**config.mk**
```make
export PLATFORM = sky130hd
export DESIGN_NAME = atan_post
export DESIGN_NICKNAME = d
export VERILOG_FILES = /design/src/hdl/atan_pkg.sv /design/src/hdl/atan_post.sv
export SDC_FILE = /design/constraint.sdc
export NUM_CORES = 2
export LEC_CHECK = 0
export BUFFER_PORTS_ARGS = -buffer_cell sky130_fd_sc_hd__buf_2
export CAP_MARGIN = 10
export CORE_UTILIZATION = 55
export CTS_BUF_LIST = sky130_fd_sc_hd__clkbuf_8
export CTS_CLUSTER_DIAMETER = 30
export DETAILED_ROUTE_END_ITERATION = 7
export GPL_TIMING_DRIVEN = 0
export PLACE_DENSITY = 0.71
export SLEW_MARGIN = 15
export SYNTH_ARGS = -nofsm -noshare
export SYNTH_HDL_FRONTEND = slang
export SYNTH_SLANG_ARGS = --single-unit
```
**constraint.sdc**
```tcl
create_clock -name aclk -period 14.8 [get_ports aclk]
set_input_delay 1.48 -clock aclk [delete_from_list [all_inputs] [get_ports aclk]]
set_output_delay 1.48 -clock aclk [all_outputs]
set_load 0.005 [all_outputs]
```
**src/hdl/atan_pkg.sv**
```systemverilog
// shared constants, types and helpers of the atan2 angle unit
package atan_pkg;

    localparam int COORD_BITS_DEF = 16;
    localparam int QF             = 30;
    localparam int QW             = QF + 1;
    localparam int XM_W           = 29;
    localparam int G_W            = 27;
    localparam int W_W            = 31;
    localparam int QM_W           = 36;
    localparam int XF_W           = 32;
    localparam int V_W            = 34;
    localparam int ANGLE_W        = 16;
    localparam int ANGLE_MAX      = 25736;

    localparam logic [63:0] QONE = 64'd1 << QF;

    // q30 constants rounded to nearest
    localparam logic [63:0] TAN15_C = (64'd2679491924 * QONE + 64'd10000000000 / 2)
                                      / 64'd10000000000;
    localparam logic [63:0] ROOT3_C = (64'd1732050808 * QONE + 64'd1000000000 / 2)
                                      / 64'd1000000000;
    localparam logic [63:0] P0_C    = (64'd1368876889 * QONE + 64'd100000000 / 2)
                                      / 64'd100000000;
    localparam logic [63:0] P1_C    = (64'd2050585520 * QONE + 64'd100000000 / 2)
                                      / 64'd100000000;
    localparam logic [63:0] P2_C    = (64'd8494624035 * QONE + 64'd1000000000 / 2)
                                      / 64'd1000000000;
    localparam logic [63:0] P3_C    = (64'd8375829937 * QONE + 64'd10000000000 / 2)
                                      / 64'd10000000000;
    localparam logic [63:0] Q0_C    = (64'd4106630668 * QONE + 64'd100000000 / 2)
                                      / 64'd100000000;
    localparam logic [63:0] Q1_C    = (64'd8615734960 * QONE + 64'd100000000 / 2)
                                      / 64'd100000000;
    localparam logic [63:0] Q2_C    = (64'd5957843614 * QONE + 64'd100000000 / 2)
                                      / 64'd100000000;
    localparam logic [63:0] Q3_C    = (64'd1502400116 * QONE + 64'd100000000 / 2)
                                      / 64'd100000000;
    localparam logic [63:0] PI_C    = (64'd3141592654 * QONE + 64'd1000000000 / 2)
                                      / 64'd1000000000;
    localparam logic [63:0] PI2_C   = (64'd1570796327 * QONE + 64'd1000000000 / 2)
                                      / 64'd1000000000;
    localparam logic [63:0] PI3_C   = (64'd1047197551 * QONE + 64'd1000000000 / 2)
                                      / 64'd1000000000;
    localparam logic [63:0] PI6_C   = (64'd5235987756 * QONE + 64'd10000000000 / 2)
                                      / 64'd10000000000;

    localparam logic [30:0] TAN15_K = TAN15_C[30:0];
    localparam logic [30:0] ROOT3_K = ROOT3_C[30:0];
    localparam logic [31:0] QONE_K  = QONE[31:0];
    localparam logic [29:0] P3_K    = P3_C[29:0];
    localparam logic [33:0] P2_K    = P2_C[33:0];
    localparam logic [34:0] P1_K    = P1_C[34:0];
    localparam logic [33:0] P0_K    = P0_C[33:0];
    localparam logic [33:0] Q3_K    = Q3_C[33:0];
    localparam logic [35:0] Q2_K    = Q2_C[35:0];
    localparam logic [36:0] Q1_K    = Q1_C[36:0];
    localparam logic [35:0] Q0_K    = Q0_C[35:0];

    localparam logic signed [V_W-1:0] PI_S  = $signed(PI_C[V_W-1:0]);
    localparam logic signed [V_W-1:0] PI2_S = $signed(PI2_C[V_W-1:0]);
    localparam logic signed [V_W-1:0] PI3_S = $signed(PI3_C[V_W-1:0]);
    localparam logic signed [V_W-1:0] PI6_S = $signed(PI6_C[V_W-1:0]);

    // per-item flags that ride along the pipeline
    typedef struct packed {
        logic xneg;
        logic yneg;
        logic x_zero;
        logic y_zero;
        logic swap;
        logic xform;
        logic rneg;
    } item_t;

    localparam int ITEM_W = $bits(item_t);

    // offset added after the octant polynomial
    function automatic logic signed [V_W-1:0] oct_offset(input logic [1:0] n);
        logic signed [V_W-1:0] r;
        unique case (n)
            2'd0: r = '0;
            2'd1: r = PI6_S;
            2'd2: r = PI2_S;
            2'd3: r = PI3_S;
        endcase
        return r;
    endfunction

endpackage

```
**src/hdl/atan_post.sv**
```systemverilog
// correction, octant offset, quadrant fix, axis cases, rounding to q13 and output register
module atan_post import atan_pkg::*; (
    input  logic                      aclk,
    input  logic                      aresetn,
    input  logic                      en,
    input  logic                      in_valid,
    output logic                      in_ready,
    input  logic [QW-1:0]             r,
    input  logic [XM_W-1:0]           xm_in,
    input  item_t                     flags_in,
    output logic                      out_valid,
    input  logic                      out_adv,
    output logic signed [ANGLE_W-1:0] angle
);

    localparam int N = 5;

    logic [N-1:0]               v_reg, adv, adv_nx, vin;
    logic [59:0]                cp;
    logic [29:0]                corr_reg, corr_next;
    logic [XM_W-1:0]            xm1_reg, m;
    item_t                      f1_reg, f2_reg;
    logic signed [V_W-1:0]      off, msx, adj;
    logic signed [V_W-1:0]      v2_reg, v2_next, v3_reg, v3_next;
    logic                       neg4_reg;
    logic [V_W-2:0]             mag4_reg, mag4_next;
    logic [V_W-1:0]             rnd;
    logic [16:0]                rq, sat;
    logic signed [ANGLE_W-1:0]  angle_reg, angle_next;

    always_comb begin
        adv    = {N{en}} | ~v_reg;
        adv_nx = {out_adv, adv[N-1:1]};
        vin    = {v_reg[N-2:0], in_valid};
        cp        = xm_in * r;
        corr_next = cp[59:30];
        // x - x*R, clamped at zero
        m       = (corr_reg <= {1'b0, xm1_reg}) ? XM_W'({1'b0, xm1_reg} - corr_reg) : '0;
        msx     = $signed({5'b0, m});
        off     = oct_offset({f1_reg.swap, f1_reg.xform});
        v2_next = (f1_reg.rneg ^ f1_reg.swap) ? off - msx : off + msx;
        adj     = f2_reg.xneg ? (f2_reg.yneg ? -PI_S : PI_S) : '0;
        priority if (f2_reg.x_zero && f2_reg.y_zero) begin
            v3_next = '0;
        end else if (f2_reg.x_zero) begin
            v3_next = f2_reg.yneg ? -PI2_S : PI2_S;
        end else if (f2_reg.y_zero) begin
            v3_next = f2_reg.xneg ? PI_S : '0;
        end else begin
            v3_next = (f2_reg.xneg ^ f2_reg.yneg) ? adj - v2_reg : adj + v2_reg;
        end
        mag4_next  = v3_reg[V_W-1] ? (V_W-1)'(-v3_reg) : v3_reg[V_W-2:0];
        // round half away from zero, then clamp to pi
        rnd        = {1'b0, mag4_reg} + (V_W'(1) << 16);
        rq         = rnd[V_W-1:17];
        sat        = (rq > 17'(ANGLE_MAX)) ? 17'(ANGLE_MAX) : rq;
        angle_next = neg4_reg ? -$signed(sat[ANGLE_W-1:0]) : $signed(sat[ANGLE_W-1:0]);
    end

    always_ff @(posedge aclk) begin
        if (!aresetn) begin
            v_reg <= '0;
        end else begin
            for (int k = 0; k < N; k++) begin
                if (adv[k]) begin
                    v_reg[k] <= vin[k];
                end else if (adv_nx[k]) begin
                    v_reg[k] <= 1'b0;
                end
            end
        end
    end

    always_ff @(posedge aclk) begin
        if (adv[0]) begin
            corr_reg <= corr_next;
            xm1_reg  <= xm_in;
            f1_reg   <= flags_in;
        end
        if (adv[1]) begin
            v2_reg <= v2_next;
            f2_reg <= f1_reg;
        end
        if (adv[2]) begin
            v3_reg <= v3_next;
        end
        if (adv[3]) begin
            mag4_reg <= mag4_next;
            neg4_reg <= v3_reg[V_W-1];
        end
        if (adv[4]) begin
            angle_reg <= angle_next;
        end
    end

    assign in_ready  = adv[0];
    assign out_valid = v_reg[N-1];
    assign angle     = angle_reg;

endmodule

```
==> Word level (Yosys, flattened, before mapping) <==
Cells that the tools add are included.
{ "word_totals": {"in_bits": 72, "ramBits": 0, "latchBits": 0, "output_inout_bits": 18, "mem_bits_ro": 0, "n_memories": 0, "regBits": 193, "wordCells": 71} }
{ "op_classes": {"div": 0, "n_eq_ne": 3, "n_mul": 1, "bitwise": 4, "addsub": 8, "n_shift": 0, "mux": 23, "n_reduce_logical": 7, "magnitude_cmp": 2} }
{ "ops": {"columns": ["op", "count"], "rows": [
  ["34-bit two-way mux", 7],
  ["34-bit one-hot mux with 4 select lines", 1],
  ["29-bit by 31-bit multiplier with 60-bit output", 1],
  ["33-bit by 17-bit adder with 34-bit output (second input constant)", 1],
  ["34-bit by 30-bit adder with 34-bit output", 1],
  ["34-bit adder", 1],
  ["34-bit by 30-bit subtractor with 34-bit output", 1],
  ["34-bit subtractor", 1],
  ["33-bit two-way mux", 1],
  ["33-bit negation", 1],
  ["16-bit two-way mux", 2],
  ["32-bit two-way mux", 1],
  ["30-bit by 29-bit <= comparator with 1-bit output", 1],
  ["29-bit two-way mux", 1],
  ["29-bit subtractor", 1],
  ["17-bit by 15-bit > comparator with 1-bit output (second input constant)", 1],
  ["16-bit negation", 1],
  ["1-bit two-way mux", 10],
  ["2-bit nonzero test", 5],
  ["5-bit inverter", 1],
  ["5-bit OR", 1],
  ["2-bit equality test (second input constant)", 2],
  ["2-bit by 1-bit equality test with 1-bit output (second input constant)", 1],
  ["2-bit logical NOT", 1],
  ["other kinds (2)", 3]
]} }

==> Longest topological paths before layout <==
{ "logic_depth": {"depth_word": 6, "depth_mapped": 32} }

==> Least setup slack after synthesis <==
OpenSTA, ideal clock, no wires.
{ "synth_timing": {"path_type": "input port to flip-flop", "start": "input r[8]", "end": "register corr_reg[29], data pin", "path_stages": 30, "setup_time_ps": 260, "t_required_ps": 14540, "t_arrival_ps": 8808, "setup_slack_ps": 5732, "path_cell_list": "clkbuf_1 clkbuf_1 nand2_1 fa_1 inv_1 fa_1 inv_1 fa_1 fa_1 inv_1 fa_1 fa_1 fa_1 inv_1 fa_1 inv_1 ha_1 a21o_1 a21o_1 a221oi_1 o21ai_0 a32oi_1 a21oi_1 o2111ai_1 nand2_1 a221o_1 o2111a_1 a311o_1 a21oi_1 xnor2_1"} }
{ "synth_via": {"elab_chain_len": 1} }
{ "synth_rtl": {"columns": ["item", "line", "source"], "rows": [
  ["from (decl)", "atan_post.sv:8", "input logic [QW-1:0] r,"],
  ["29-bit by 31-bit multiplier with 60-bit output", "atan_post.sv:35", "cp = xm_in * r;"],
  ["via cp[59]", "atan_post.sv:19", "logic [59:0] cp;"],
  ["to (signal assigned)", "atan_post.sv:76", "corr_reg <= corr_next;"],
  ["to (decl)", "atan_post.sv:20", "logic [29:0] corr_reg, corr_next;"]
]} }
The timed path passes the listed nets, and every way through them passes these cells.
A chain may end at the register's enable or synchronous reset.

==> Worst setup path after layout <==
{ "layout_timing": {"start": "input r[20]", "end": "register corr_reg[29], data pin"} }
Same word-level chain as after synthesis.

==> out/summary.txt <==
combinational family with the most area after synthesis - adder cells
DRT Pass-1 Iters - 5
dpl hpwl - 106.1 mm
first-pass GRT wire length - 198.2 mm
Fillers - 6697
NumNets Final - 5813
final period utilization - 78.35%
grt met2 use - 54.37%
Compound-Gate Fraction of Synth Area - 8.168%
vias in the first global route - 32.77k
CTS tree - done
RD Place Congestion - 1.064
Final TNS setup - 0 ns
routed vias/inst - 5.745
Crit path required time - 15.08 ns
area of the core - 74950 um2
top_reg_cell synth - edfxtp_1
synth warn - 0
area grow syn2layout - 4.921%
CTS Root Cell - clkbuf_8
placed inst area - 43520 um2
Startpoint Class - primary input
IO Count - 90
FF-to-FF Start - corr_reg[13]
CP dominant cell by count - fa_1
post-route antenna net violation count - 0
final hold viol count - 0
achievable frequency - 0.08623 GHz
#FFs+latches synth - 177
Worst setup EP type - flop
final instance area - 43990 um2
worst slew pin tran - 1.350 ns
Max FO, Critical Path - 10
IO Port Bufs - 59
xor and xnor area share after synthesis - 3.781%
Crit Path Category - in2reg
Largest delay share family, worst path - adder cells
sequential element share of the synthesized area - 12.56%
antenna violations before repair - 11
total global-route track usage - 34.55%
Die ar. - 77330 um2
max-slew violations - 0
Post-Synthesis Cells - 4513
WP data arrival - 11.87 ns
met1 Use GR - 46.01%
hold path startpoint - f1_reg[3]
Buf/Inv on CP - 5
most used routing layer in global routing - met2
Max transition margin - 10.02%
clock sink total - 177
largest net degree at the start of global routing - 56
GRT met3 Usage - 8.109%
Avg WL per Cell - 23.16 um
post-cts gate resize count - 0
setup bufs post-CTS - 0
Mapped Area - 41920 um2
Cell variety after synth - 93
Starting Density - 55.94%
Vert. Die Dim - 278.1 um
Via Count - 32.06k
Avg Inst Size Synth - 9.290 um2
Synthesized Nets - 5732
CTS Buf Count - 17
hold_buf cts - 0
run status - complete, no violations
unrepaired setup endpoints after global routing - false
DRT iter0 DRCs - 2891
Reg clk slew, reported paths - 0.11 ns
GRT Residual Overflow - 0
Finish-stage setup viols - 0
Post-Route WL - 129.2 mm
Critical Path Start - r[20]
slowest CP cell - clkbuf_1
Clock Latency Late Sink - 0.54 ns
Synth Area in Adders - 48.18%
Synth Area in Simple Gates - 17.05%
H-tree level count - 4
Max Cap Viol - 0
std cell rows - 100
Worst Skew - 0.02883 ns
Post-route DRC - 0
Clock Tree Buf Depth - 2
HP Class - reg2reg
number of flops mapped to enable cells by yosys - 172
asr flop ratio synth - 0%
crit-path max cell delay - 0.87 ns
die width - 278.1 um
Tmin final - 11.60 ns
share of cells above drive strength 1 - 3.364%
mux share of post-synthesis cell area - 0.2716%
-- cells in the mapped netlist (21+ instances only) --
cell type / count / area, um2
a21boi_0: 21 / 157.7
inv_1: 884 / 3318
nand3_1: 38 / 190.2
and3_1: 22 / 137.6
xor2_1: 67 / 586.8
ha_1: 368 / 4604
and2_1: 506 / 3166
a21o_1: 58 / 435.4
nand2_1: 526 / 1974
edfxtp_1: 172 / 5165
o21ai_0: 107 / 535.5
xnor2_1: 114 / 998.5
o31ai_1: 26 / 195.2
nand2b_1: 24 / 150.1
o21a_1: 23 / 172.7
nor3_1: 30 / 150.1
nand4_1: 25 / 156.4
nor2_1: 86 / 322.8
fa_1: 779 / 15590
a21oi_1: 114 / 570.6
nor2b_1: 21 / 131.4
clkbuf_1: 210 / 788.3
-- cells in the final DEF, fill, tap and decap left out, types with 7 or more instances in the layout --
cell type / Yosys / final
inv_1: 884 / 885
a211oi_1: 14 / 14
nor2_1: 86 / 86
buf_1: 7 / 7
clkbuf_1: 210 / 210
a21oi_1: 114 / 114
o21bai_1: 13 / 13
nand2_1: 526 / 526
a21o_1: 58 / 58
nor2b_1: 21 / 21
a41oi_1: 7 / 7
o21a_1: 23 / 23
or2_2: 16 / 16
and2_1: 506 / 506
nand2b_1: 24 / 21
or3_1: 18 / 18
o31ai_1: 26 / 26
a31o_2: 7 / 7
ha_1: 368 / 368
a21boi_0: 21 / 21
and4_1: 16 / 16
nor3_1: 30 / 30
xor2_1: 67 / 67
o211ai_1: 16 / 16
buf_2: 8 / 67
fa_1: 779 / 779
and3_1: 22 / 22
or4_1: 13 / 13
a31oi_1: 19 / 19
nand3_1: 38 / 38
edfxtp_1: 172 / 172
xnor2_1: 114 / 114
clkbuf_8: 0 / 17
o211a_1: 8 / 8
mux2i_1: 8 / 8
o21ai_0: 107 / 107
nand4_1: 25 / 25
o41ai_1: 8 / 7
nor4_1: 11 / 11
-- routing by layer --
layer	up-vias	share of wire [%]
li1	14210	-
met1	15990	40
met2	1566	45
met3	293	10
met4	4	4.8
met5	-	0.018
-- through the flow --
step                std cells  setup WS, ns  hold slack (ns)  util (%)
floorplan                4513         5.732           0.4003         -
global placement         5541         2.995           0.4040     57.95
detailed placement       5544         3.041           0.4098     58.07
CTS                      5576         3.588           0.4320     58.66
global route             5577         3.073           0.4389     58.68
finish                   5581         3.204           0.4329     58.69
-- logic make-up after synthesis --
logic type / count (synthesis)
buffers and inverters: 1111
XOR/XNOR: 181
flip-flops: 177
AO/OA/AOI/OAI: 507
adder cells (fa/ha/maj): 1147
multiplexers: 11
AND/OR/NAND/NOR: 1379
-- worst reg2reg max path, delay by kind of cell (launching register included) --
family / cells / cell delay (ns)
compound gates: 11 / 2.49
simple gates: 6 / 2.06
buf+inv: 7 / 1.88
fa+ha+maj: 3 / 0.83
flops: 1 / 0.40
xor+xnor: 1 / 0.09
-- worst paths after layout --
path | end | slack [ns] | cells past startpoint
max reg2reg | v2_reg[32] | 6.82 | 28
min | f2_reg[3] | 0.43 | 0
max | corr_reg[29] | 3.20 | 28
min reg2reg | f2_reg[3] | 0.43 | 0
-- final cells by class --
cell class / count / area, um2 / area share [%]
tap: 969 / 1212 / 2.756
sequential: 177 / 5265 / 11.97
buffer: 226 / 865.8 / 1.968
clock buffer: 17 / 234.0 / 0.5319
multi-input combinational: 3225 / 32500 / 73.88
antenna: 5 / 12.51 / 0.02844
clock inverter: 15 / 214.0 / 0.4864
inverter: 885 / 3322 / 7.552
timing repair buffer: 62 / 362.8 / 0.8249
Power is left out: the tool's default activity adds up to more than one toggle a clock period on the data nets, which glitch-free logic cannot reach.
