File: src/hdl/atan_pkg.sv
// shared constants, types and helpers of the atan2 angle unit
package atan_pkg;

    localparam int COORD_BITS_DEF = 16;
    localparam int QF             = 30;
    localparam int QW             = QF + 1;
    localparam int XM_W           = 29;
    localparam int G_W            = 27;
    localparam int W_W            = 31;
    localparam int QM_W           = 36;
    localparam int XF_W           = 32;
    localparam int V_W            = 34;
    localparam int ANGLE_W        = 16;
    localparam int ANGLE_MAX      = 25736;

    localparam logic [63:0] QONE = 64'd1 << QF;

    // q30 constants rounded to nearest
    localparam logic [63:0] TAN15_C = (64'd2679491924 * QONE + 64'd10000000000 / 2)
                                      / 64'd10000000000;
    localparam logic [63:0] ROOT3_C = (64'd1732050808 * QONE + 64'd1000000000 / 2)
                                      / 64'd1000000000;
    localparam logic [63:0] P0_C    = (64'd1368876889 * QONE + 64'd100000000 / 2)
                                      / 64'd100000000;
    localparam logic [63:0] P1_C    = (64'd2050585520 * QONE + 64'd100000000 / 2)
                                      / 64'd100000000;
    localparam logic [63:0] P2_C    = (64'd8494624035 * QONE + 64'd1000000000 / 2)
                                      / 64'd1000000000;
    localparam logic [63:0] P3_C    = (64'd8375829937 * QONE + 64'd10000000000 / 2)
                                      / 64'd10000000000;
    localparam logic [63:0] Q0_C    = (64'd4106630668 * QONE + 64'd100000000 / 2)
                                      / 64'd100000000;
    localparam logic [63:0] Q1_C    = (64'd8615734960 * QONE + 64'd100000000 / 2)
                                      / 64'd100000000;
    localparam logic [63:0] Q2_C    = (64'd5957843614 * QONE + 64'd100000000 / 2)
                                      / 64'd100000000;
    localparam logic [63:0] Q3_C    = (64'd1502400116 * QONE + 64'd100000000 / 2)
                                      / 64'd100000000;
    localparam logic [63:0] PI_C    = (64'd3141592654 * QONE + 64'd1000000000 / 2)
                                      / 64'd1000000000;
    localparam logic [63:0] PI2_C   = (64'd1570796327 * QONE + 64'd1000000000 / 2)
                                      / 64'd1000000000;
    localparam logic [63:0] PI3_C   = (64'd1047197551 * QONE + 64'd1000000000 / 2)
                                      / 64'd1000000000;
    localparam logic [63:0] PI6_C   = (64'd5235987756 * QONE + 64'd10000000000 / 2)
                                      / 64'd10000000000;

    localparam logic [30:0] TAN15_K = TAN15_C[30:0];
    localparam logic [30:0] ROOT3_K = ROOT3_C[30:0];
    localparam logic [31:0] QONE_K  = QONE[31:0];
    localparam logic [29:0] P3_K    = P3_C[29:0];
    localparam logic [33:0] P2_K    = P2_C[33:0];
    localparam logic [34:0] P1_K    = P1_C[34:0];
    localparam logic [33:0] P0_K    = P0_C[33:0];
    localparam logic [33:0] Q3_K    = Q3_C[33:0];
    localparam logic [35:0] Q2_K    = Q2_C[35:0];
    localparam logic [36:0] Q1_K    = Q1_C[36:0];
    localparam logic [35:0] Q0_K    = Q0_C[35:0];

    localparam logic signed [V_W-1:0] PI_S  = $signed(PI_C[V_W-1:0]);
    localparam logic signed [V_W-1:0] PI2_S = $signed(PI2_C[V_W-1:0]);
    localparam logic signed [V_W-1:0] PI3_S = $signed(PI3_C[V_W-1:0]);
    localparam logic signed [V_W-1:0] PI6_S = $signed(PI6_C[V_W-1:0]);

    // per-item flags that ride along the pipeline
    typedef struct packed {
        logic xneg;
        logic yneg;
        logic x_zero;
        logic y_zero;
        logic swap;
        logic xform;
        logic rneg;
    } item_t;

    localparam int ITEM_W = $bits(item_t);

    // offset added after the octant polynomial
    function automatic logic signed [V_W-1:0] oct_offset(input logic [1:0] n);
        logic signed [V_W-1:0] r;
        unique case (n)
            2'd0: r = '0;
            2'd1: r = PI6_S;
            2'd2: r = PI2_S;
            2'd3: r = PI3_S;
        endcase
        return r;
    endfunction

endpackage

File: src/hdl/atan_xform.sv
// 2-sqrt(3) reduction: numerator and denominator of (sqrt3*t - 1) / (sqrt3 + t)
module atan_xform import atan_pkg::*; (
    input  logic            aclk,
    input  logic            aresetn,
    input  logic            en,
    input  logic            in_valid,
    output logic            in_ready,
    input  logic [QW-1:0]   t,
    input  item_t           flags_in,
    output logic            out_valid,
    input  logic            out_adv,
    output logic [XF_W-1:0] num,
    output logic [XF_W-1:0] den,
    output logic [XM_W-1:0] t_out,
    output item_t           flags_out
);

    localparam int N = 2;

    logic [N-1:0]    v_reg, adv, adv_nx, vin;
    logic [61:0]     prod;
    logic [XF_W-1:0] st1_reg, st1_next, den1_reg, den1_next;
    logic [XM_W-1:0] t1_reg, t2_reg;
    item_t           f1_reg, f1_next, f2_reg, f2_next;
    logic [XF_W-1:0] num2_reg, num2_next, den2_reg;
    logic            ge;

    always_comb begin
        adv    = {N{en}} | ~v_reg;
        adv_nx = {out_adv, adv[N-1:1]};
        vin    = {v_reg[N-2:0], in_valid};
        prod      = ROOT3_K * t;
        st1_next  = prod[61:30];
        den1_next = {1'b0, ROOT3_K} + {1'b0, t};
        f1_next       = flags_in;
        f1_next.xform = (t > TAN15_K);
        // sign and magnitude of sqrt3*t - 1
        ge        = (st1_reg >= QONE_K);
        num2_next = ge ? st1_reg - QONE_K : QONE_K - st1_reg;
        f2_next      = f1_reg;
        f2_next.rneg = f1_reg.xform & ~ge;
    end

    always_ff @(posedge aclk) begin
        if (!aresetn) begin
            v_reg <= '0;
        end else begin
            for (int k = 0; k < N; k++) begin
                if (adv[k]) begin
                    v_reg[k] <= vin[k];
                end else if (adv_nx[k]) begin
                    v_reg[k] <= 1'b0;
                end
            end
        end
    end

    always_ff @(posedge aclk) begin
        if (adv[0]) begin
            st1_reg  <= st1_next;
            den1_reg <= den1_next;
            t1_reg   <= t[XM_W-1:0];
            f1_reg   <= f1_next;
        end
        if (adv[1]) begin
            num2_reg <= num2_next;
            den2_reg <= den1_reg;
            t2_reg   <= t1_reg;
            f2_reg   <= f2_next;
        end
    end

    assign in_ready  = adv[0];
    assign out_valid = v_reg[N-1];
    assign num       = num2_reg;
    assign den       = den2_reg;
    assign t_out     = t2_reg;
    assign flags_out = f2_reg;

endmodule

File: config.mk
export PLATFORM = sky130hd
export DESIGN_NAME = atan_xform
export DESIGN_NICKNAME = d
export VERILOG_FILES = /design/src/hdl/atan_pkg.sv /design/src/hdl/atan_xform.sv
export SDC_FILE = /design/constraint.sdc
export NUM_CORES = 1
export LEC_CHECK = 0
export BUFFER_PORTS_ARGS = -buffer_cell sky130_fd_sc_hd__buf_2
export CAP_MARGIN = 40
export CORE_MARGIN = 2
export CORE_UTILIZATION = 55
export DETAILED_ROUTE_END_ITERATION = 7
export GPL_ROUTABILITY_DRIVEN = 0
export HOLD_SLACK_MARGIN = 0.06
export PLACE_DENSITY_LB_ADDON = 0.1
export SLEW_MARGIN = 10
export SYNTH_ARGS = -nofsm -noshare
export SYNTH_HDL_FRONTEND = slang
export SYNTH_SLANG_ARGS = --single-unit
File: constraint.sdc
create_clock -name aclk -period 15.84 [get_ports aclk]
set_clock_uncertainty 0.2 [all_clocks]
set_input_delay 2.376 -clock aclk [delete_from_list [all_inputs] [get_ports aclk]]
set_output_delay 2.376 -clock aclk [all_outputs]
set_load 0.02 [all_outputs]
; ---- After elaboration in Yosys (flattened, before gate mapping)
; Cells that the tools add are included.
[totals]
out_inout_bits = 102
inputBits = 43
regBits = 201
[classes]
reduce_logical = 2
n_lt_le_gt_ge = 2
muxes = 5
bitwise = 4
add_sub_neg = 3
multipliers = 1
[ops]
columns = cell, count
row1 = "multiplier 30 x 31 -> 61 bit, first input constant", 1
row2 = "adder 31 x 31 -> 32 bit, first input constant", 1
row3 = ">= comparator 32 x 31 -> 1 bit, second input constant", 1
row4 = two-way mux 32 bit, 1
row5 = "subtractor 31 x 32 -> 32 bit, first input constant", 1
row6 = "subtractor 32 x 31 -> 32 bit, second input constant", 1
row7 = "greater-than comparator 31 x 29 -> 1 bit, second input constant", 1
row8 = two-way mux 1 bit, 4
row9 = nonzero test 2 bit, 2
row10 = NOT 2 bit, 1
row11 = OR 2 bit, 1
row12 = AND 1 bit, 1
row13 = NOT 1 bit, 1

; ---- Longest topological paths before layout
; Gate-level depths: netlist (run 1).
[depth]
word_depth = 4
ltp_mapped = 25
ltp_nobuf = 24

; ---- Least setup slack after synthesis (run 1)
; OpenSTA, ideal clock, no wires.
[synth_path]
kind = input to register
startpoint = in t[11]
endpoint = reg st1_reg[29] (data pin)
t_arrival_ns = 8.734
path_buffers = 1
stages = 20
slack_ns = 6.641
cell_sequence = inv_1 > fa_1 > fa_1 > inv_1 > fa_1 > fa_1 > fa_1 > fa_1 > fa_1 > ha_1 > ha_1 > clkbuf_1 > nand4_1 > nor3_1 > nand3_1 > or4b_2 > a31o_2 > o21a_1 > o21ai_0 > xor2_1
[synth_via]
elab_chain_cells = 1
[synth_lines]
columns = element, line
row1 = start: declaration, atan_xform.sv:8  ; input logic [QW-1:0] t,
row2 = multiplier 30 x 31 -> 61 bit, atan_xform.sv:32  ; prod = ROOT3_K * t;
row3 = net prod[59], atan_xform.sv:21  ; logic [61:0] prod;
row4 = end signal: assignment, atan_xform.sv:60  ; st1_reg <= st1_next;
row5 = end: declaration, atan_xform.sv:22  ; logic [XF_W-1:0] st1_reg, st1_next, den1_reg, den1_next;
; The timed path passes the listed nets, and every way through them passes these cells.
; A chain may end at the register's enable or synchronous reset.

; ---- Worst setup path in the final report (run 1)
[layout_path]
startpoint = in t[13]
endpoint = reg st1_reg[31] (data pin)
; Same word-level chain as after synthesis.

==> results of run 1 <==
[through the flow]
stage	hold WS (ps)	worst slack, ps
final	220.0	5964
after global routing	227.2	5704
after CTS	222.0	5977
after detailed placement	204.5	5442
after global placement	200.5	5481
after floorplan	200.3	6641
[path summary, 6_finish.rpt]
kind,slack (ps),startpoint,depth (start not counted),end
worst max register to register,11860,st1_reg[2],9,num[6]
worst max-delay path,5960,t[13],20,st1_reg[31]
worst min register to register,220,den1_reg[16],0,den[16]
worst min-delay path,220,den1_reg[16],0,den[16]
[layout by cell type (no fill, tap or decap), drive strengths merged, types with 4 or more instances in the layout]
cell type	instances
nand2	64
a31o	4
nor2b	7
o31ai	11
o221ai	4
or2	4
o21bai	6
a21oi	63
ha	405
a41oi	4
fa	394
buf	145
nand3	16
a21o	35
xnor2	89
a21boi	4
inv	607
clkbuf	17
nand4	14
a221oi	4
o41ai	4
nand2b	10
nor3	9
edfxtp	197
o21ai	44
clkinv	5
a31oi	10
or3	12
o21a	6
nor2	27
and2	7
xor2	25
[cells by family (layout without fill, tap and decap cells)]
group | after synthesis | after routing | share of synthesized area (%)
buffers and inverters | 605 | 775 | 9.327
adder cells (fa/ha/maj) | 799 | 799 | 52.74
flip-flops | 199 | 199 | 24.25
multiplexers | 3 | 3 | 0.1273
AND/OR/NAND/NOR | 183 | 183 | 3.729
XOR/XNOR | 114 | 114 | 4.065
AO/OA/AOI/OAI | 218 | 218 | 5.761
[final cells by class]
type / instances / share of cell area (%)
multi-input combinational: 1317 / 61.36
sequential: 199 / 22.38
inverter: 598 / 8.434
tap: 592 / 2.783
timing repair buffer: 145 / 2.755
clock buffer: 17 / 1.598
clock inverter: 15 / 0.6958
[critical path, cell delays in order]
cell     delay (ps)
buf_2           370
inv_1           340
fa_1            520
fa_1            550
inv_1            50
fa_1            500
fa_1            610
fa_1            570
fa_1            520
fa_1            490
ha_1            310
ha_1            430
nand4_1         170
nor3_1          310
nand3_1         170
or4b_2          730
a31o_2          290
o21a_1          220
o21ai_0         220
xnor2_1         110
[routing by layer]
layer,global-route usage [%],up-vias
li1,-,7070
met1,35.68,7692
met2,44.09,459
met3,6.030,117
met4,11.52,0
met5,0,-
==> results.cfg, run 1 <==
[run_status]
status = finished, final reports clean

[cells_and_area]
drive_above_1_share_pct = 8.643
multi_input_area_mm2 = 0.01633
fillers = 3736
design_area_mm2 = 0.02662
syn_to_final_growth_pct = 8.359
final_util_pct = 60.32
seqCellArea_mm2 = 0.005956
antenna_cells = 0
nNetsFinal = 3120
final_cells = 2883

[floorplan]
core.rowCount = 77
die-area_mm2 = 0.04636
initial_core_util_pct = 55.67
core_mm2 = 0.04412
io_pins = 145
fp.dieW_um = 215.3
die_h_um = 215.3

[global_routing]
grt_util_all_layers_pct = 27.26
grt_pass1_vias = 16480
grt_max_degree = 61
gr-total-overflow = 0
grt_pass1_wl_um = 93460
antenna_found_initial = 0

[drt]
routed.top_layer = met4
wl_met2_um = 28790
wl_met1_um = 23850
drc_errors = 0
ant_nets = 0
drtPass1Iterations = 5
met3WireLength_um = 3895
drt_iter0_drc = 928
drt-wirelength-per-cell_um = 20.45
vias_per_cell = 5.320
vias = 15340
drt-total-wl_um = 58960

[sta]
rsz0062_at_grt = false
max_freq_ghz = 0.1013
slew_headroom_pct = 34.06
period_share_pct = 62.35
finalHoldViolCount = 0
period_needed_ps = 9876
tightestPinTransition_ps = 976.3
slew_violations = 0
tns_ps = 0
setup_viol = 0

[clocking]
post_cts_resized = 0
clock_sinks = 199
cts_tree = built
clkLatencyLatePin_ps = 480
hold_buffers = 0
cts_root_buf = clkbuf_16
cts_made_buffers = 17
clk_pin_slew_ps = 80
htree_levels = 4
cts_setup_buffers = 0
clock_path_buffers = 2

[yosys]
avgSynthCellArea_um2 = 11.58
syn_nets = 2963
yosysMostFrequentCell = inv_1
netlist_area_mm2 = 0.02456
ys_seq_elements = 199
synth_top_cell_area_share_pct = 32.11
synth_edf_count = 197
yosysWarningCount = 0
ys_async_sr_fraction_pct = 0
synthDistinctLibCells = 63
seq_area_frac_synth_pct = 24.25
synth_common_cells = inv_1 (598), ha_1 (405), fa_1 (394)
ys.flop_type = edfxtp_1
synth_top_cell_by_area = fa_1
synth_area_leaders = fa_1 (32%), edfxtp_1 (24%), ha_1 (21%)
synthCells = 2121

[critical_path]
crit_required_ps = 15860
critPathArrivalTime_ps = 9890
worstSetupPathType = in2reg
crit_fanout = 11
end_kind = register
start_kind = input pin

[placement]
portBuffers = 142
dp_cells = 2851
placed_area_mm2 = 0.02600
dp.final_hpwl_um = 50960

[hold_path]
hp-class = reg2reg

[job]
max_cap_violations = 0
Power of run 1 is not shown: default switching activity piles up to over one toggle a cycle in this logic, so the estimate is an artifact.
==> run 2: changes to the inputs <==
--- a/config.mk
+++ b/config.mk
@@ -5,6 +5,7 @@
 export SDC_FILE = /design/constraint.sdc
 export NUM_CORES = 1
 export LEC_CHECK = 0
+export ABC_AREA = 1
 export BUFFER_PORTS_ARGS = -buffer_cell sky130_fd_sc_hd__buf_2
 export CAP_MARGIN = 40
 export CORE_MARGIN = 2
==> constraint.sdc (replaced) <==
create_clock -name aclk -period 8.4 [get_ports aclk]
set_clock_uncertainty 0.2 [all_clocks]
set_input_delay 1.26 -clock aclk [delete_from_list [all_inputs] [get_ports aclk]]
set_output_delay 1.26 -clock aclk [all_outputs]
set_load 0.02 [all_outputs]
==> results.cfg, run 2 <==
[run_status]
status = finished, final reports clean

[sta]
period_share_pct = 89.83
max_freq_ghz = 0.1325
slew_headroom_pct = 43.78
rsz0062_at_grt = false
period_needed_ps = 7546
setup_viol = 0
tns_ps = 0
slew_violations = 0
finalHoldViolCount = 0
tightestPinTransition_ps = 843.2

[cells_and_area]
antenna_cells = 0
nNetsFinal = 3711
drive_above_1_share_pct = 9.056
final_common_cell = inv_1
fillers = 4150
layout_common_cells = inv_1 (749), ha_1 (405), fa_1 (394), nand2_1 (286), edfxtp_1 (197)
syn_to_final_growth_pct = 8.309

[clocking]
htree_levels = 4
post_cts_resized = 0
clock_path_buffers = 2
clkLatencyLatePin_ps = 490
cts_made_buffers = 17
cts_setup_buffers = 0
cts_tree = built
clock_sinks = 199
cts_root_buf = clkbuf_16
hold_buffers = 0
clk_pin_slew_ps = 70

[drt]
vias_per_cell = 5.390
drc_errors = 0
drt-wirelength-per-cell_um = 20.16
ant_nets = 0
drtPass1Iterations = 6
drt-total-wl_um = 70500
drt_iter0_drc = 1609
vias = 18850

[yosys]
synth_top_family_by_area = adder cells
avgSynthCellArea_um2 = 9.871
synth_top_cell_area_share_pct = 29.73
synth_edf_count = 197
ys_seq_elements = 199
seq_area_frac_synth_pct = 22.45
netlist_area_mm2 = 0.02653
synth_common_cells = inv_1 (749), ha_1 (405), fa_1 (394)
yosys.area_share.simple_pct = 9.846
synth_area_leaders = fa_1 (30%), edfxtp_1 (22%), ha_1 (19%)
synth_compound_area_share_pct = 4.913
synthMuxAreaShare_pct = 0
synthCells = 2688
synth_xor_area_share_pct = 3.027
synth_top_cell_by_area = fa_1
yosysWarningCount = 0
syn_nets = 3530
yosysMostFrequentCell = inv_1
ys.flop_type = edfxtp_1
ys_async_sr_fraction_pct = 0
synthDistinctLibCells = 51
yosys.area_share.adder_pct = 48.82

[critical_path]
cpPeakStageDelay_ps = 690
critPathArrivalTime_ps = 7590
crit_required_ps = 8450
start_kind = input pin
rr_worst_depth = 9
crit_fanout = 9
worstSetupPathType = in2reg
crit_top_cell = fa_1
crit_chain = buf_2, inv_1, fa_1, inv_1, ha_1, inv_1, fa_1, fa_1, inv_1, fa_1, fa_1, fa_1, ha_1, ha_1, a21oi_1, o21ai_0, a21oi_1, o21ai_1, a21oi_1, nand2_1, nand2_1, nand2_1
slowest_stage = fa_1
end_kind = register

[floorplan]
initial_core_util_pct = 55.69
die_h_um = 223.6
core_mm2 = 0.04765
die-area_mm2 = 0.05002
core.rowCount = 80
io_pins = 145
fp.dieW_um = 223.6

[hold_path]
hp-class = reg2reg
hold_depth = 0

[global_routing]
grt_util_all_layers_pct = 29.59
gr-total-overflow = 0
grt_pass1_vias = 19200
antenna_found_initial = 0
grt_max_degree = 63
grt_pass1_wl_um = 109500

[placement]
portBuffers = 142
dp.final_hpwl_um = 61740

[job]
max_cap_violations = 0
run 2: cell count changes after synthesis, moves of 48 or more:
cell,before,now
a21oi_1,63,111
inv_1,598,749
nand2_1,63,288
xnor2_1,89,21
nand3_1,16,71
nor2_1,27,158
run 2: through the flow:
stage               utilization [%]  hold WS (ps)  worst slack, ps  cells  area [µm²]
floorplan                         -         200.3             1461   2688       26530
global placement              59.13         200.9            480.9   3465       28170
detailed placement            59.13         204.5            435.4   3465       28170
CTS                           60.32         216.4            981.4   3497       28740
global route                  60.32         219.8            572.9   3497       28740
finish                        60.32         213.8            854.4   3497       28740
run 2: area by class of cell:
class	count	area (µm²)	area share, %
clock buffer	18	429.2	1.493
clock inverter	14	137.6	0.4789
timing repair buffer	166	890.9	3.100
tap	615	769.5	2.678
sequential	199	5956	20.72
inverter	763	2867	9.974
multi-input combinational	1722	17690	61.55
run 2: routing by layer:
metal | wire, µm | global-route usage [%]
met3 | 6054 | 7.162
met2 | 32560 | 45.83
met5 | 0 | 0
met4 | 3112 | 12.84
met1 | 28770 | 39.93
run 2: final timing paths:
path	from	to	slack (ps)
worst min-delay path	den1_reg[18]	den[18]	210
worst min register to register	den1_reg[18]	den[18]	210
worst max-delay path	t[22]	st1_reg[27]	850
worst max register to register	st1_reg[0]	num[16]	5790
run 2: worst max-delay path: cells and delay by family:
family | cells | cell delay [ps]
AO/OA/AOI/OAI | 5 | 1230
AND/OR/NAND/NOR | 3 | 230
adder cells (fa/ha/maj) | 9 | 4110
buffers and inverters | 5 | 780
run 2: logic make-up after synthesis:
| group | count (synthesis) |
|---|---|
| xor gates and xnor gates | 90 |
| and+or+nand+nor | 600 |
| AOI/OAI and AO/OA | 233 |
| buffers and inverters | 767 |
| adders and majority gates | 799 |
| DFF | 199 |
Power of run 2 is left out for the same reason.
