--- config.mk ---
export PLATFORM = sky130hd
export DESIGN_NAME = atan_prep
export DESIGN_NICKNAME = d
export VERILOG_FILES = /design/src/hdl/atan_pkg.sv /design/src/hdl/atan_prep.sv
export SDC_FILE = /design/constraint.sdc
export NUM_CORES = 1
export LEC_CHECK = 0
export BUFFER_PORTS_ARGS = -buffer_cell sky130_fd_sc_hd__buf_2
export CORE_MARGIN = 1
export CORE_UTILIZATION = 27
export CTS_CLUSTER_DIAMETER = 80
export DETAILED_ROUTE_END_ITERATION = 16
export GPL_TIMING_DRIVEN = 1
export PLACE_DENSITY = 0.51
export SYNTH_ARGS = -nofsm -noshare
export SYNTH_HDL_FRONTEND = slang
export SYNTH_SLANG_ARGS = --single-unit
--- constraint.sdc ---
create_clock -name aclk -period 4.5 [get_ports aclk]
set_input_delay 1.125 -clock aclk [delete_from_list [all_inputs] [get_ports aclk]]
set_output_delay 1.125 -clock aclk [all_outputs]
set_load 0.05 [all_outputs]
--- src/hdl/atan_pkg.sv ---
// shared constants, types and helpers of the atan2 angle unit
package atan_pkg;

    localparam int COORD_BITS_DEF = 16;
    localparam int QF             = 30;
    localparam int QW             = QF + 1;
    localparam int XM_W           = 29;
    localparam int G_W            = 27;
    localparam int W_W            = 31;
    localparam int QM_W           = 36;
    localparam int XF_W           = 32;
    localparam int V_W            = 34;
    localparam int ANGLE_W        = 16;
    localparam int ANGLE_MAX      = 25736;

    localparam logic [63:0] QONE = 64'd1 << QF;

    // q30 constants rounded to nearest
    localparam logic [63:0] TAN15_C = (64'd2679491924 * QONE + 64'd10000000000 / 2)
                                      / 64'd10000000000;
    localparam logic [63:0] ROOT3_C = (64'd1732050808 * QONE + 64'd1000000000 / 2)
                                      / 64'd1000000000;
    localparam logic [63:0] P0_C    = (64'd1368876889 * QONE + 64'd100000000 / 2)
                                      / 64'd100000000;
    localparam logic [63:0] P1_C    = (64'd2050585520 * QONE + 64'd100000000 / 2)
                                      / 64'd100000000;
    localparam logic [63:0] P2_C    = (64'd8494624035 * QONE + 64'd1000000000 / 2)
                                      / 64'd1000000000;
    localparam logic [63:0] P3_C    = (64'd8375829937 * QONE + 64'd10000000000 / 2)
                                      / 64'd10000000000;
    localparam logic [63:0] Q0_C    = (64'd4106630668 * QONE + 64'd100000000 / 2)
                                      / 64'd100000000;
    localparam logic [63:0] Q1_C    = (64'd8615734960 * QONE + 64'd100000000 / 2)
                                      / 64'd100000000;
    localparam logic [63:0] Q2_C    = (64'd5957843614 * QONE + 64'd100000000 / 2)
                                      / 64'd100000000;
    localparam logic [63:0] Q3_C    = (64'd1502400116 * QONE + 64'd100000000 / 2)
                                      / 64'd100000000;
    localparam logic [63:0] PI_C    = (64'd3141592654 * QONE + 64'd1000000000 / 2)
                                      / 64'd1000000000;
    localparam logic [63:0] PI2_C   = (64'd1570796327 * QONE + 64'd1000000000 / 2)
                                      / 64'd1000000000;
    localparam logic [63:0] PI3_C   = (64'd1047197551 * QONE + 64'd1000000000 / 2)
                                      / 64'd1000000000;
    localparam logic [63:0] PI6_C   = (64'd5235987756 * QONE + 64'd10000000000 / 2)
                                      / 64'd10000000000;

    localparam logic [30:0] TAN15_K = TAN15_C[30:0];
    localparam logic [30:0] ROOT3_K = ROOT3_C[30:0];
    localparam logic [31:0] QONE_K  = QONE[31:0];
    localparam logic [29:0] P3_K    = P3_C[29:0];
    localparam logic [33:0] P2_K    = P2_C[33:0];
    localparam logic [34:0] P1_K    = P1_C[34:0];
    localparam logic [33:0] P0_K    = P0_C[33:0];
    localparam logic [33:0] Q3_K    = Q3_C[33:0];
    localparam logic [35:0] Q2_K    = Q2_C[35:0];
    localparam logic [36:0] Q1_K    = Q1_C[36:0];
    localparam logic [35:0] Q0_K    = Q0_C[35:0];

    localparam logic signed [V_W-1:0] PI_S  = $signed(PI_C[V_W-1:0]);
    localparam logic signed [V_W-1:0] PI2_S = $signed(PI2_C[V_W-1:0]);
    localparam logic signed [V_W-1:0] PI3_S = $signed(PI3_C[V_W-1:0]);
    localparam logic signed [V_W-1:0] PI6_S = $signed(PI6_C[V_W-1:0]);

    // per-item flags that ride along the pipeline
    typedef struct packed {
        logic xneg;
        logic yneg;
        logic x_zero;
        logic y_zero;
        logic swap;
        logic xform;
        logic rneg;
    } item_t;

    localparam int ITEM_W = $bits(item_t);

    // offset added after the octant polynomial
    function automatic logic signed [V_W-1:0] oct_offset(input logic [1:0] n);
        logic signed [V_W-1:0] r;
        unique case (n)
            2'd0: r = '0;
            2'd1: r = PI6_S;
            2'd2: r = PI2_S;
            2'd3: r = PI3_S;
        endcase
        return r;
    endfunction

endpackage

--- src/hdl/atan_prep.sv ---
// input stage: magnitudes, axis flags and ordering of the ratio
module atan_prep import atan_pkg::*; #(
    parameter int COORD_BITS = COORD_BITS_DEF
) (
    input  logic                         aclk,
    input  logic                         aresetn,
    input  logic                         en,
    input  logic                         in_valid,
    output logic                         in_ready,
    input  logic signed [COORD_BITS-1:0] x_coord,
    input  logic signed [COORD_BITS-1:0] y_coord,
    output logic                         out_valid,
    input  logic                         out_adv,
    output logic [COORD_BITS-1:0]        lo,
    output logic [COORD_BITS-1:0]        hi,
    output item_t                        flags
);

    logic                  v_reg, adv;
    logic [COORD_BITS-1:0] xu, yu, ax, ay;
    logic [COORD_BITS-1:0] lo_reg, lo_next, hi_reg, hi_next;
    item_t                 flags_reg, flags_next;

    always_comb begin
        adv = en | ~v_reg;
        xu  = x_coord;
        yu  = y_coord;
        ax  = xu[COORD_BITS-1] ? (~xu + 1'b1) : xu;
        ay  = yu[COORD_BITS-1] ? (~yu + 1'b1) : yu;
        flags_next        = '0;
        flags_next.xneg   = xu[COORD_BITS-1];
        flags_next.yneg   = yu[COORD_BITS-1];
        flags_next.x_zero = (ax == '0);
        flags_next.y_zero = (ay == '0);
        flags_next.swap   = (ay > ax);
        lo_next = flags_next.swap ? ax : ay;
        hi_next = flags_next.swap ? ay : ax;
    end

    always_ff @(posedge aclk) begin
        if (!aresetn) begin
            v_reg <= 1'b0;
        end else if (adv) begin
            v_reg <= in_valid;
        end else if (out_adv) begin
            v_reg <= 1'b0;
        end
    end

    always_ff @(posedge aclk) begin
        if (adv) begin
            lo_reg    <= lo_next;
            hi_reg    <= hi_next;
            flags_reg <= flags_next;
        end
    end

    assign in_ready  = adv;
    assign out_valid = v_reg;
    assign lo        = lo_reg;
    assign hi        = hi_reg;
    assign flags     = flags_reg;

endmodule

After elaboration in Yosys (flattened, before gate mapping)
Index checks and enable logic that the tools add are counted.
{"block": "op_classes", "mux": 6, "n_lt_le_gt_ge": 1, "bitwise": 4, "n_reduce_logical": 3, "n_addsub": 2}
{"operator": "$mux W16", "n": 4}
{"operator": "$add A16 B1 Y16 const B", "n": 2}
{"operator": "$logic_not A16 Y1", "n": 2}
{"operator": "$not A16 Y16", "n": 2}
{"operator": "$gt A16 B16 Y1", "n": 1}
{"operator": "$mux W1", "n": 2}
{"operator": "$reduce_bool A2 Y1", "n": 1}
{"operator": "$not A1 Y1", "n": 1}
{"operator": "$or A1 B1 Y1", "n": 1}
{"block": "word_totals", "reg_bits": 38}

Longest topological paths before layout
Gate-level depths: netlist of run 1.
{"block": "logic_depth", "depth_word": 5, "ltp_mapped": 14, "mapped_depth_nobuf": 12}

Worst setup path before layout of run 1
OpenSTA, ideal clock, no wires.
{"block": "synth_timing", "kind": "input to register", "startpoint": "input x_coord[0]", "endpoint": "register lo_reg[4] (netlist: lo[4]) (data pin)", "setup_ns": 0.278, "arrival_ns": 4.140, "path_slack_ns": 0.082, "required_time_ns": 4.222, "cell_stages": 13, "path_cell_list": "inv_1 ha_1 or4b_2 o41ai_1 xor2_1 ha_1 nand4_1 nor4_1 a21boi_0 o31a_1 clkbuf_1 buf_4 mux2i_1"}
{"block": "synth_via", "elab_chain_len": 5}
{"item": "from (decl)", "line_no": "atan_prep.sv:10", "text": "input logic signed [COORD_BITS-1:0] x_coord,"}
{"item": "$not A16 Y16", "line_no": "atan_prep.sv:28", "text": "ax = xu[COORD_BITS-1] ? (~xu + 1'b1) : xu;"}
{"item": "$add A16 B1 Y16", "line_no": "atan_prep.sv:28"}
{"item": "$mux W16 *", "line_no": "atan_prep.sv:28"}
{"item": "$gt A16 B16 Y1", "line_no": "atan_prep.sv:35", "text": "flags_next.swap = (ay > ax);"}
{"item": "$mux W16 *", "line_no": "atan_prep.sv:36", "text": "lo_next = flags_next.swap ? ax : ay;"}
{"item": "named net lo_next[4]", "line_no": "atan_prep.sv:21", "text": "logic [COORD_BITS-1:0] lo_reg, lo_next, hi_reg, hi_next;"}
{"item": "to (signal assigned)", "line_no": "atan_prep.sv:52", "text": "lo_reg <= lo_next;"}
{"item": "to (decl)", "line_no": "atan_prep.sv:21"}
The timed path passes the listed nets; every way through them passes the cells marked *.
A chain may end at the register's enable or synchronous reset.

Worst setup path in the final report of run 1
{"block": "layout_timing", "startpoint": "input x_coord[0]", "endpoint": "register lo_reg[9] (netlist: lo[9]) (data pin)"}
Same word-level chain as after synthesis.

==> impl_metrics.yaml, run 1 <==
sta:
  period_share_pct: 95.17
  fmax_mhz: 233.5
  slew_violations: 0
  timing.hold.ws_ns: 0.6973
  hold_viol: 0
  rsz0062_at_grt: "no"
  timing.final.crit_period_ns: 4.283
  setup_viol: 0
  finClkSkew_ns: 0.004633
final_layout:
  drive_gt1_share_pct: 38.93
  fin_nets: 429
  fin_cells: 511
  design_area_um2: 3851
  final_common_cell: "buf_2"
  syn_to_final_growth_pct: 32.62
  nFillCells: 1060
  most-common-layout-cells: "buf_2 (75), buf_4 (38), edfxtp_1 (37), mux2i_1 (34), inv_1 (22)"
  diodes: 0
  regArea_um2: 1131
  multiInputGateArea_um2: 1629
outcome:
  status: "finished clean"
detailed_routing:
  top_layer_used: "met4"
  vias: 2412
  remaining_drc_errors: 0
  detail-route-antenna-nets: 0
  wl_um: 7577
  route.met2.wl_um: 3666
  wl_per_cell_um: 14.83
  vias_per_cell: 4.720
  drtIter0Drc: 80
  met3_length_um: 348
  drt-met1-wl_um: 3456
  first_pass_iters: 4
critical_path:
  critPathKind: "in2reg"
  endpoint_kind: "flip-flop"
  crit_arrival_ns: 4.33
  crit_fanout: 21
  setup.worst_path.start_class: "input port"
  ff2ff_setup_slack_ns: 3.15
  worstPathRequired_ns: 4.54
yosys:
  synth_cells: 265
  synth_ff_type: "edfxtp_1"
  syn_area_per_cell_um2: 10.96
  synth_top_area_cell: "edfxtp_1"
  synth_seq_cells: 38
  synth_seq_area_share_pct: 38.95
  synth.top_cell.area_share_pct: 38.26
  synth_edf_count: 37
  synth_warnings: 0
  ys_top_cells_by_area: "edfxtp_1 (38%), mux2i_1 (12%), ha_1 (7.8%)"
  synthesis.area_um2: 2904
  synthArstFlopShare_pct: 0
  ys_types: 58
power:
  clkPwrFrac_pct: 23.9
  p_leak_nw: 1.750
  p_per_area_nw_per_um2: 388.3
  vdd_drop_max_mv: 0.2055
  seqPwrFrac_pct: 32.8
  net-switching-power_uw: 593.2
  comb_power_share_pct: 43.4
  power.internal_uw: 902.1
  sw_frac_of_total_pct: 39.67
placed_design:
  io_buffer_count: 75
  dpl_cell_area_um2: 3700
  place_hpwl_um: 6132
  place_congestion: 0.7878
  dp.cells: 503
cts:
  post_cts_buffers: 0
  clk_latency_ns: 0.30
  ctsHoldBuffers: 0
  cts_buffers: 5
  cts_buffer_depth: 2
  clk_pin_slew_ns: 0.08
  h-tree-depth: 2
  cts_repair_resize_count: 0
  cts_root_buf: "clkbuf_8"
  cts_sinks: 38
  cts_tree: "yes"
floorplanning:
  row_count: 37
  io_pins: 78
  die_width_um: 105.7
  fp.dieH_um: 105.7
  core-area_um2: 10370
  initial_core_util_pct: 28.00
  dieArea_um2: 11170
global_routing:
  grt_max_degree: 35
  antenna_found_initial: 0
  grt_remaining_overflow: 0
  grt_usage_pct: 13.51
  grt_pass1_wl_um: 11450
  grt_pass1_vias: 2276
worst_hold_path:
  hold_path_class: "reg2reg"
run:
  drv_cap: 0
power groups by stage:
stage / Sequential (mW) / Clock (mW) / Combinational, mW
finish: 0.490 / 0.357 / 0.648
global route: 0.497 / 0.380 / 0.689
CTS: 0.492 / 0.367 / 0.653
detailed placement: 0.499 / 0 / 0.651
global placement: 0.500 / 0 / 0.647
floorplan: 0.744 / 0 / 0.221
critical path: stages:
cell and delay, ns:
buf_2 0.11, inv_1 0.07, ha_1 0.16, or4b_2 0.67, o41ai_2 0.28, xor2_1 0.28, ha_1 0.28, nand4_1 0.14
buf_4 0.13, nor2_1 0.04, a221o_1 0.31, o31a_2 0.40, buf_12 0.18, mux2i_1 0.13
worst paths after layout:
check | from | end | cells past startpoint
setup / recovery | x_coord[0] | lo[9] | 14
hold / removal | out_valid | flags[6] | 1
setup reg to reg | out_valid | out_valid | 4
hold reg to reg | out_valid | flags[6] | 1
stage by stage:
step	setup slack [ns]	TNS [ns]	total power [mW]	util [%]
detailed placement	-0.1457	-4.152	1.150	35.68
CTS	0.1483	0	1.513	37.01
global route	0.04259	0	1.566	37.14
finish	0.2172	0	1.495	37.14
floorplan	0.08220	0	0.9649	-
global placement	-0.2094	-6.282	1.147	35.68
kinds of logic after synthesis:
group           after synthesis  share of synthesized area, %
xor+xnor                     22                         7.152
simple gates                 74                         15.60
fa+ha+maj                    18                         7.755
compound gates               42                         13.01
mux                          34                         11.72
buf+inv                      36                         5.687
other cells                   1                        0.1291
flops                        38                         38.95
Yosys cell counts (5+ instances only):
cell type and number:
edfxtp_1 37, mux2i_1 34, inv_1 22, ha_1 18, xor2_1 18, nor2_1 9, nand3_1 8, nand4_1 8
nor2b_1 8, a21oi_1 7, nand2_1 6, buf_4 5, nor3_1 5
layer usage:
metal  up-vias  track usage [%]
met1      1122            16.47
li1       1214                -
met2        68            23.34
met5         -                0
met4         0            4.861
met3         8            2.845
cell type report:
class	instances	share of cell area, %
clock buffer	5	1.787
clock inverter	3	1.787
inverter	22	2.144
multi-input combinational	192	42.30
sequential	38	29.37
tap	136	4.418
timing repair buffer	115	18.19
Power figures use the tool's default switching activity.
==> inputs of run 2 (changes only) <==
Settings changed: CORE_UTILIZATION 27 to 48, PLACE_DENSITY 0.51 to 0.8.
==> run 2 against run 1 <==
Compared with the run above: sequential cell count stayed put; sequential power hardly changed; total power is 8.8% lower; die area is 43% lower; global-route usage is 8.6 points higher; worst setup slack better by 0.10 ns; cell count is 15% lower; critical path depth stayed put; routed wire length is 15% lower; clock skew is 0.0023 ns lower; critical path type unchanged; critical endpoint is now hi[8]; largest cell class unchanged; highest routed layer unchanged.
==> impl_metrics.yaml, run 2 (synthesis results as in run 1) <==
power:
  p_per_area_nw_per_um2: 376.6
  p_leak_nw: 1.670
  vdd_drop_max_mv: 0.2063
critical_path:
  critical-path-slowest-cell: "or4b_4"
  worstPathRequired_ns: 4.64
  max_stage_delay_ns: 0.53
  path_cells: "buf_2 > inv_1 > ha_1 > or4b_4 > o41ai_1 > xor2_1 > inv_1 > ha_1 > nand4_1 > nor4_1 > a21boi_0 > o31a_2 > buf_12 > mux2i_1"
  endpoint_kind: "flip-flop"
  setup.worst_path.start_class: "input port"
  crit_fanout: 15
  critPathKind: "in2reg"
  reg2reg_depth: 4
  crit_arrival_ns: 4.31
sta:
  hold_viol: 0
  setup_viol: 0
  slew_violations: 0
  rsz0062_at_grt: "no"
  timing.final.crit_period_ns: 4.178
  fin_tns_setup_ns: 0
  period_share_pct: 92.85
  fmax_mhz: 239.3
  finClkSkew_ns: 0.002346
global_routing:
  grt_pass1_vias: 2363
  grt_max_degree: 40
  grt_pass1_wl_um: 10760
  grt_remaining_overflow: 0
  grt_usage_pct: 22.09
  antenna_found_initial: 0
final_layout:
  fin_cells: 435
  most-common-layout-cells: "buf_2 (75), edfxtp_1 (37), mux2i_1 (34), buf_4 (26), inv_1 (22)"
  diodes: 0
  final_common_cell: "buf_2"
  fin_nets: 417
  drive_gt1_share_pct: 36.09
  syn_to_final_growth_pct: 24.69
cts:
  cts_buffers: 5
  ctsHoldBuffers: 0
  cts_root_buf: "clkbuf_8"
  clk_latency_ns: 0.29
  cts_repair_resize_count: 0
  cts_tree: "yes"
  cts_buffer_depth: 2
  clk_pin_slew_ns: 0.07
  post_cts_buffers: 0
  h-tree-depth: 2
  cts_sinks: 38
floorplanning:
  io_pins: 78
  row_count: 27
  initial_core_util_pct: 51.17
  die_width_um: 79.78
  dieArea_um2: 6365
  core-area_um2: 5675
  fp.dieH_um: 79.78
detailed_routing:
  wl_um: 6477
  vias: 2456
  first_pass_iters: 4
  wl_per_cell_um: 14.89
  detail-route-antenna-nets: 0
  remaining_drc_errors: 0
  drtIter0Drc: 106
  vias_per_cell: 5.646
outcome:
  status: "finished clean"
placed_design:
  place_congestion: 0.9109
  io_buffer_count: 75
  place_hpwl_um: 5168
  dp.cells: 427
run:
  drv_cap: 0
worst_hold_path:
  hold_depth: 2
  hold_path_class: "reg2reg"
run 2: changes by cell type in the layout (fill, tap and decap cells not counted), sizes merged:
cell,previous run,this run
buf,115,103
bufinv,2,0
clkbuf,5,7
run 2: power breakdown:
group	internal, mW	leakage [nW]	total [mW]	switching, mW
registers	0.473	0.400	0.488	0.0149
clock network	0.123	0.0482	0.238	0.114
logic	0.200	1.22	0.637	0.438
total	0.796	1.67	1.36	0.567
run 2: worst max-delay path, delay by kind of cell:
family,cells,cell delay [ns]
AND/OR/NAND/NOR,3,1.00
AO/OA/AOI/OAI,3,0.78
adder cells (fa/ha/maj),2,0.46
multiplexers,1,0.22
buffers and inverters,4,0.45
XOR/XNOR,1,0.26
run 2: final cells by class:
cell class              count  area (µm²)
fillers                   461        2054
multi-input cells         192        1615
flip-flops and latches     38        1131
repair buffers            103       610.6
well taps                  72       90.09
clock buffers               7       86.33
inverters                  22       82.58
clock inverters             1       5.005
run 2: metrics by stage:
step	area, µm²	total power, mW	setup WS (ns)	hold slack [ns]	utilization [%]
6_report	3621	1.364	0.3215	0.9586	63.80
5_1_grt	3621	1.428	0.04919	1.021	63.80
4_1_cts	3621	1.372	0.3391	0.9732	63.80
3_5_place_dp	3530	1.135	0.04685	0.9601	62.19
3_3_place_gp	3530	1.119	0.1188	0.9079	62.19
2_1_floorplan	2908	0.9649	0.08220	1.224	-
run 2: path summary, 6_finish.rpt:
| kind | startpoint | endpoint | slack (ns) |
|---|---|---|---|
| max reg2reg | out_valid | out_valid | 3.23 |
| min reg2reg | out_valid | hi[5] | 0.96 |
| max | y_coord[0] | hi[8] | 0.32 |
| min | out_valid | hi[5] | 0.96 |
run 2: per-layer routing:
metal | track usage, % | wire length [µm] | up-vias
li1 | - | - | 1191
met1 | 28.36 | 2906 | 1184
met2 | 37.69 | 3139 | 71
met3 | 3.314 | 320 | 10
met4 | 7.679 | 112 | 0
met5 | 0 | 0 | -
==> inputs of run 3 (changes only) <==
Settings changed: BUFFER_PORTS_ARGS -buffer_cell sky130_fd_sc_hd__buf_2 to not set, CORE_UTILIZATION 48 to 58, DONT_BUFFER_PORTS set to 1, PLACE_DENSITY 0.8 to 0.79.
==> run 3 against run 2 <==
Compared with the run above: non-clock buffer count down 80; sequential share of layout area up 4.2 points; routed wire length down 5.3%; cell count down 20%; global-route usage up 2.4 points; combinational power down 54%; clock skew up 0.0039 ns; first-iteration DRC count up 16%; count of clock-buffer cells in the layout up 1; critical path type unchanged.
==> impl_metrics.yaml, run 3 (synthesis results as in run 1) <==
outcome:
  status: "finished clean"
final_layout:
  fin_cells: 350
  final_common_cell: "edfxtp_1"
  final_util_pct: 66.67
  regArea_um2: 1131
  design_area_um2: 3191
  syn_to_final_growth_pct: 9.866
  fin_nets: 337
  multiInputGateArea_um2: 1615
  most-common-layout-cells: "edfxtp_1 (37), mux2i_1 (34), inv_1 (22), buf_4 (21)"
  diodes: 0
  nFillCells: 381
  drive_gt1_share_pct: 17.31
cts:
  post_cts_buffers: 0
  cts_repair_resize_count: 0
  cts_root_buf: "clkbuf_8"
  clk_pin_slew_ns: 0.07
  cts_tree: "yes"
  cts_sinks: 38
  cts_buffer_depth: 2
  clk_latency_ns: 0.29
  h-tree-depth: 2
  cts_buffers: 5
  ctsHoldBuffers: 0
floorplanning:
  fp.dieH_um: 72.76
  initial_core_util_pct: 60.68
  row_count: 25
  io_pins: 78
  die_width_um: 72.76
  dieArea_um2: 5294
  core-area_um2: 4786
detailed_routing:
  vias: 2130
  wl_um: 6131
  wl_per_cell_um: 17.52
  detail-route-antenna-nets: 0
  drtIter0Drc: 123
  vias_per_cell: 6.086
  first_pass_iters: 4
  remaining_drc_errors: 0
global_routing:
  grt_max_degree: 40
  grt_pass1_vias: 2049
  grt_remaining_overflow: 0
  grt_pass1_wl_um: 9701
  grt_usage_pct: 24.50
  antenna_found_initial: 0
sta:
  timing.final.crit_period_ns: 4.190
  slew_violations: 0
  worst_pin_slew_ns: 0.5174
  slew_headroom_pct: 65.46
  setup_viol: 0
  rsz0062_at_grt: "no"
  period_share_pct: 93.12
  timing.hold.ws_ns: 0.9279
  hold_viol: 0
  fin_tns_setup_ns: 0
  finClkSkew_ns: 0.006249
  setup_slack_ns: 0.3095
  fmax_mhz: 238.6
critical_path:
  crit_fanout: 17
  path_cells: "inv_1 > ha_1 > or4b_2 > o41ai_1 > xor2_1 > ha_1 > nand4_1 > nor4_1 > a21boi_0 > o31a_2 > buf_12 > mux2i_1"
  path_common_cell: "ha_1"
  critical-path-slowest-cell: "or4b_2"
  endpoint_kind: "flip-flop"
  crit_arrival_ns: 4.32
  setup.worst_path.start_class: "input port"
  critPathKind: "in2reg"
  max_stage_delay_ns: 0.65
  worstPathRequired_ns: 4.63
placed_design:
  io_buffer_count: 0
  place_congestion: 0.8303
  place_hpwl_um: 4720
  dpl_cell_area_um2: 3110
  dp.cells: 342
  dpl_worst_slack_ns: 0.08381
power:
  vdd_drop_max_mv: 0.1776
  p_total_mw: 1.258
  p_per_area_nw_per_um2: 394.2
  p_leak_nw: 1.336
run:
  drv_cap: 0
worst_hold_path:
  hold_path_class: "in2reg"
run 3: routing by layer:
metal / up-vias / wire (µm) / global-route usage (%)
met2: 72 / 2940 / 39.25
met4: 0 / 137 / 10.46
li1: 1032 / - / -
met1: 1013 / 2676 / 31.08
met3: 13 / 377 / 6.906
met5: - / 0 / 0
run 3: power breakdown:
group	switching, mW	internal (mW)	total (mW)	leakage, nW
Sequential	0.260	0.481	0.742	0.400
Combinational	0.155	0.141	0.296	0.897
Clock	0.110	0.110	0.220	0.0395
Total	0.525	0.732	1.26	1.34
run 3: path summary, 6_finish.rpt:
kind                from   endpoint  slack (ns)  cells after the start
min reg2reg    out_valid   flags[5]        1.54                      2
max reg2reg    out_valid  out_valid        2.70                      5
min          y_coord[15]   flags[5]        0.93                      0
max           x_coord[0]     hi[13]        0.31                     12
run 3: worst max-delay path: cells and delay by family:
family                   cells  cell delay [ns]
AND/OR/NAND/NOR              3             1.24
AO/OA/AOI/OAI                3             0.82
adder cells (fa/ha/maj)      2             0.47
buffers and inverters        2             0.24
multiplexers                 1             0.23
XOR/XNOR                     1             0.17
run 3: area by class of cell:
type / count / share of cell area, %
timing repair buffer: 23 / 6.196
inverter: 22 / 2.588
multi-input combinational: 192 / 50.63
sequential: 38 / 35.45
tap: 67 / 2.627
clock buffer: 8 / 2.510
